**src/rtl/assert_macros.svh**
```systemverilog
// ----------------------------------------------------------------------------
// Assertion macros
// Shared concurrent assertion forms, clocked on clk, disabled in reset.
// ----------------------------------------------------------------------------
`ifndef ASSERT_MACROS_SVH
`define ASSERT_MACROS_SVH

// Check prop at every clock edge outside reset.
`define ZB_ASSERT(label, prop, msg) \
  label: assert property (@(posedge clk) disable iff (!rst_n) (prop)) else $error(msg);

// When cond holds, check prop at the next clock edge.
`define ZB_ASSERT_NEXT(label, cond, prop, msg) \
  label: assert property (@(posedge clk) disable iff (!rst_n) (cond) |=> (prop)) \
    else $error(msg);

`endif

```
**src/rtl/zbts_fifo.sv**
```systemverilog
// ----------------------------------------------------------------------------
// zbts_fifo
// Small register queue; the caller keeps it from overflow by its count.
// ----------------------------------------------------------------------------
`timescale 1ns / 1ps
`include "assert_macros.svh"
module zbts_fifo #(
  parameter int WIDTH = 8,
  parameter int DEPTH = 4
) (
  input  logic                       clk,
  input  logic                       rst_n,
  input  logic                       push,
  input  logic [WIDTH-1:0]           push_data,
  input  logic                       pop,
  output logic [WIDTH-1:0]           pop_data,
  output logic [$clog2(DEPTH+1)-1:0] count
);

  localparam int PW = $clog2(DEPTH);
  localparam int CW = $clog2(DEPTH + 1);

  logic [WIDTH-1:0] mem_r [DEPTH];
  logic [PW-1:0]    wr_ptr_r, wr_ptr_nxt;
  logic [PW-1:0]    rd_ptr_r, rd_ptr_nxt;
  logic [CW-1:0]    count_r, count_nxt;

  always_comb begin
    wr_ptr_nxt = wr_ptr_r;
    rd_ptr_nxt = rd_ptr_r;
    count_nxt  = count_r;
    if (push) begin
      wr_ptr_nxt = (wr_ptr_r == PW'(DEPTH - 1)) ? '0 : wr_ptr_r + PW'(1);
    end
    if (pop) begin
      rd_ptr_nxt = (rd_ptr_r == PW'(DEPTH - 1)) ? '0 : rd_ptr_r + PW'(1);
    end
    if (push && !pop) begin
      count_nxt = count_r + CW'(1);
    end else if (!push && pop) begin
      count_nxt = count_r - CW'(1);
    end
  end

  always_ff @(posedge clk) begin
    if (!rst_n) begin
      wr_ptr_r <= '0;
      rd_ptr_r <= '0;
      count_r  <= '0;
    end else begin
      wr_ptr_r <= wr_ptr_nxt;
      rd_ptr_r <= rd_ptr_nxt;
      count_r  <= count_nxt;
    end
  end

  always_ff @(posedge clk) begin
    if (push) begin
      mem_r[wr_ptr_r] <= push_data;
    end
  end

  assign pop_data = mem_r[rd_ptr_r];
  assign count    = count_r;

  `ZB_ASSERT(a_no_overflow, !(push && !pop && count_r == CW'(DEPTH)), "fifo overflow")
  `ZB_ASSERT(a_no_underflow, !(pop && count_r == '0), "fifo underflow")
  `ZB_ASSERT_NEXT(a_full_holds, count_r == CW'(DEPTH) && !pop, count_r == CW'(DEPTH), "full fifo lost an entry without pop")

endmodule

```
**config.mk**
```make
export PLATFORM = sky130hd
export DESIGN_NAME = zbts_fifo
export DESIGN_NICKNAME = d
export VERILOG_FILES = /design/src/rtl/zbts_fifo.sv
export VERILOG_INCLUDE_DIRS = /design/src /design/src/rtl
export SDC_FILE = /design/constraint.sdc
export NUM_CORES = 1
export LEC_CHECK = 0
export BUFFER_PORTS_ARGS = -buffer_cell sky130_fd_sc_hd__buf_2
export CELL_PAD_IN_SITES_DETAIL_PLACEMENT = 0
export CELL_PAD_IN_SITES_GLOBAL_PLACEMENT = 1
export CORE_MARGIN = 3
export CORE_UTILIZATION = 50
export CTS_CLUSTER_DIAMETER = 40
export DETAILED_ROUTE_END_ITERATION = 10
export PLACE_DENSITY_LB_ADDON = 0.25
export REMOVE_ABC_BUFFERS = 1
export SETUP_SLACK_MARGIN = 0.5
export SYNTH_ARGS = -nofsm -noshare
export SYNTH_HDL_FRONTEND = slang
export SYNTH_SLANG_ARGS = --single-unit
```
**constraint.sdc**
```tcl
create_clock -name clk -period 4.4 [get_ports clk]
set_clock_uncertainty 0.05 [all_clocks]
set_input_delay 0.88 -clock clk [delete_from_list [all_inputs] [get_ports clk]]
set_output_delay 0.88 -clock clk [all_outputs]
set_load 0.005 [all_outputs]
```
==> flow_summary.ini <==
[run_status]
outcome = finished clean

[sta]
setup_viol_count_final = 0
worstMarginPinSlew_ns = 0.555
rsz0062_at_grt = no
fmax_mhz = 373
min_period_ns = 2.68
finalHoldViolCount = 0
fin_hold_ws_ns = 0.472
slew_headroom_pct = 62.9
post-route-period-util_pct = 61.0
maxSlewViolCount = 0
tns_ns = 0

[pwr]
seqPwrFrac_pct = 64.8
switching_share_pct = 22.3
pwr-share-comb_pct = 11.0
internal_power_w = 0.000547
cellLeakagePower_nw = 0.661
irDropWorstVdd_mv = 0.269
p_switching_w = 0.000157
pwr-share-clk_pct = 24.2
p_per_area_nw_per_um2 = 391

[floorplan]
num_rows = 19
core_area_um2 = 2900
die_w_um = 62.6
die_y_um = 62.6
io_pins = 23
start_util_pct = 55.3
die-area_um2 = 3920

[routing]
final_antenna_net_count = 0
wl_per_cell_um = 15.4
drtIter0Drc = 18
wl_um = 2370
drtPass1Iterations = 4
vias_per_cell = 5.12
vias = 789
post-route-drc-count = 0

[final_layout]
nets = 130
antennaDiodeCount = 0
fin_util_pct = 62.0
most-common-layout-cells = 32 x edfxtp_1, 22 x buf_2, 9 x dfxtp_1
final_layout_size_suffix_gt1_share_pct = 31.3
area_growth_pct = 12.2
layout_commonest_cell = edfxtp_1

[worst_setup_path]
arrival_ns = 1.75
crit_type = reg2out
worstPathMaxFanout = 8
end_kind = output pin
cp-start-kind = flop
cp.required_ns = 3.47
r2r_slack_ns = 2.87

[synth]
ys_seq_area_share_pct = 71.2
netlist_instances = 84
synthesis.area_um2 = 1600
yosysUniqueCellTypes = 19
synth-seq-cells = 41
syn_avg_cell_area_um2 = 19.1
yosysWarningCount = 0

[grt]
track_usage_pct = 13.7
grt_max_degree = 12
antenna_found_initial = 0
grt-ovfl-total = 0
grt_pass1_wl_um = 4000
grt_pass1_vias = 816

[clock_network]
numCtsBuffers = 5
post-cts-setup-buffers = 0
h-tree-depth = 2
path_clk_slew_ns = 0.11
cts_resized = 0
cts_hold_buf = 0
cts_tree = yes
clock_latency_ns = 0.33
cts_sinks = 41
ctsRootBufferMaster = clkbuf_4
clockBufferDepth = 2

[min_path]
hold_path.class = reg2reg

[run]
maxCapViolCount = 0

[placement]
place.gp.congestion = 0.705
dp_hpwl_um = 1680
placement.io_buffers = 22
==> final cells by class <==
cell class              count  area (um^2)
flip-flops and latches     41         1140
fillers                   231         1100
multi-input cells          37          430
repair buffers             22          110
well taps                  42         52.6
clock buffers               8         48.8
inverters                   4         15.0
==> stage by stage <==
step	total power (W)	instances	worst slack (ns)	cell area [um^2]
after floorplan	0.000508	82	2.21	1590
after global placement	0.000540	146	2.04	1750
after detailed placement	0.000545	146	1.96	1750
after CTS	0.000713	154	1.66	1800
after global routing	0.000738	154	1.58	1800
final	0.000704	154	1.72	1800
==> cells in the mapped netlist <==
cell type / instances / area [um^2]
a21boi_1: 1 / 7.51
and2_1: 5 / 31.3
buf_6: 1 / 11.3
clkbuf_2: 1 / 5.00
dfxtp_1: 9 / 180
edfxtp_1: 32 / 961
fa_1: 1 / 20.0
ha_1: 6 / 75.1
inv_1: 4 / 15.0
mux2i_1: 4 / 40.0
mux4_2: 8 / 180
nor2_1: 1 / 3.75
nor2b_1: 5 / 31.3
nor3_1: 1 / 5.00
o21a_1: 1 / 7.51
o21ai_0: 1 / 5.00
or3_1: 1 / 6.26
xnor2_1: 1 / 8.76
xor2_1: 1 / 8.76
==> sequential cells by signal (all words and copies together), names as in the netlist, named ones only <==
register / cells
count: 3
mem_r: 32
rd_ptr_r: 2
wr_ptr_r: 2
==> power by group through the flow <==
stage	registers [W]	clock network [W]	logic [W]
2_1_floorplan	0.000461	0	0.0000472
3_3_place_gp	0.000464	0	0.0000761
3_5_place_dp	0.000466	0	0.0000790
4_1_cts	0.000457	0.000177	0.0000794
5_1_grt	0.000460	0.000191	0.0000874
6_report	0.000456	0.000170	0.0000775
==> path summary, 6_finish.rpt <==
check,from,end,cells after the start
hold reg to reg,count[2],count[2],2
hold / removal,count[2],count[2],2
setup / recovery,flop,pop_data[3],2
setup reg to reg,count[0],count[2],4
==> metal layers <==
layer | vias to the layer above | part of all wire, % | global-route usage, %
met2 | 19 | 52 | 23.2
met4 | 0 | 0.76 | 4.13
met5 | - | 0 | 0
met3 | 4 | 4.6 | 5.04
li1 | 372 | - | -
met1 | 394 | 42 | 16.4
==> logic make-up after synthesis <==
logic type | Yosys count | share of synthesized area [%]
adder cells (fa/ha/maj) | 7 | 5.93
buffers and inverters | 6 | 1.95
flip-flops | 41 | 71.2
AO/OA/AOI/OAI | 3 | 1.25
XOR/XNOR | 2 | 1.09
multiplexers | 12 | 13.7
AND/OR/NAND/NOR | 13 | 4.84
==> worst max-delay path: stages, from the launching register on <==
cell     delay (ns)
dfxtp_1        0.69
mux4_2         0.59
buf_2          0.14
No activity file was read; power rests on OpenSTA's default activity.
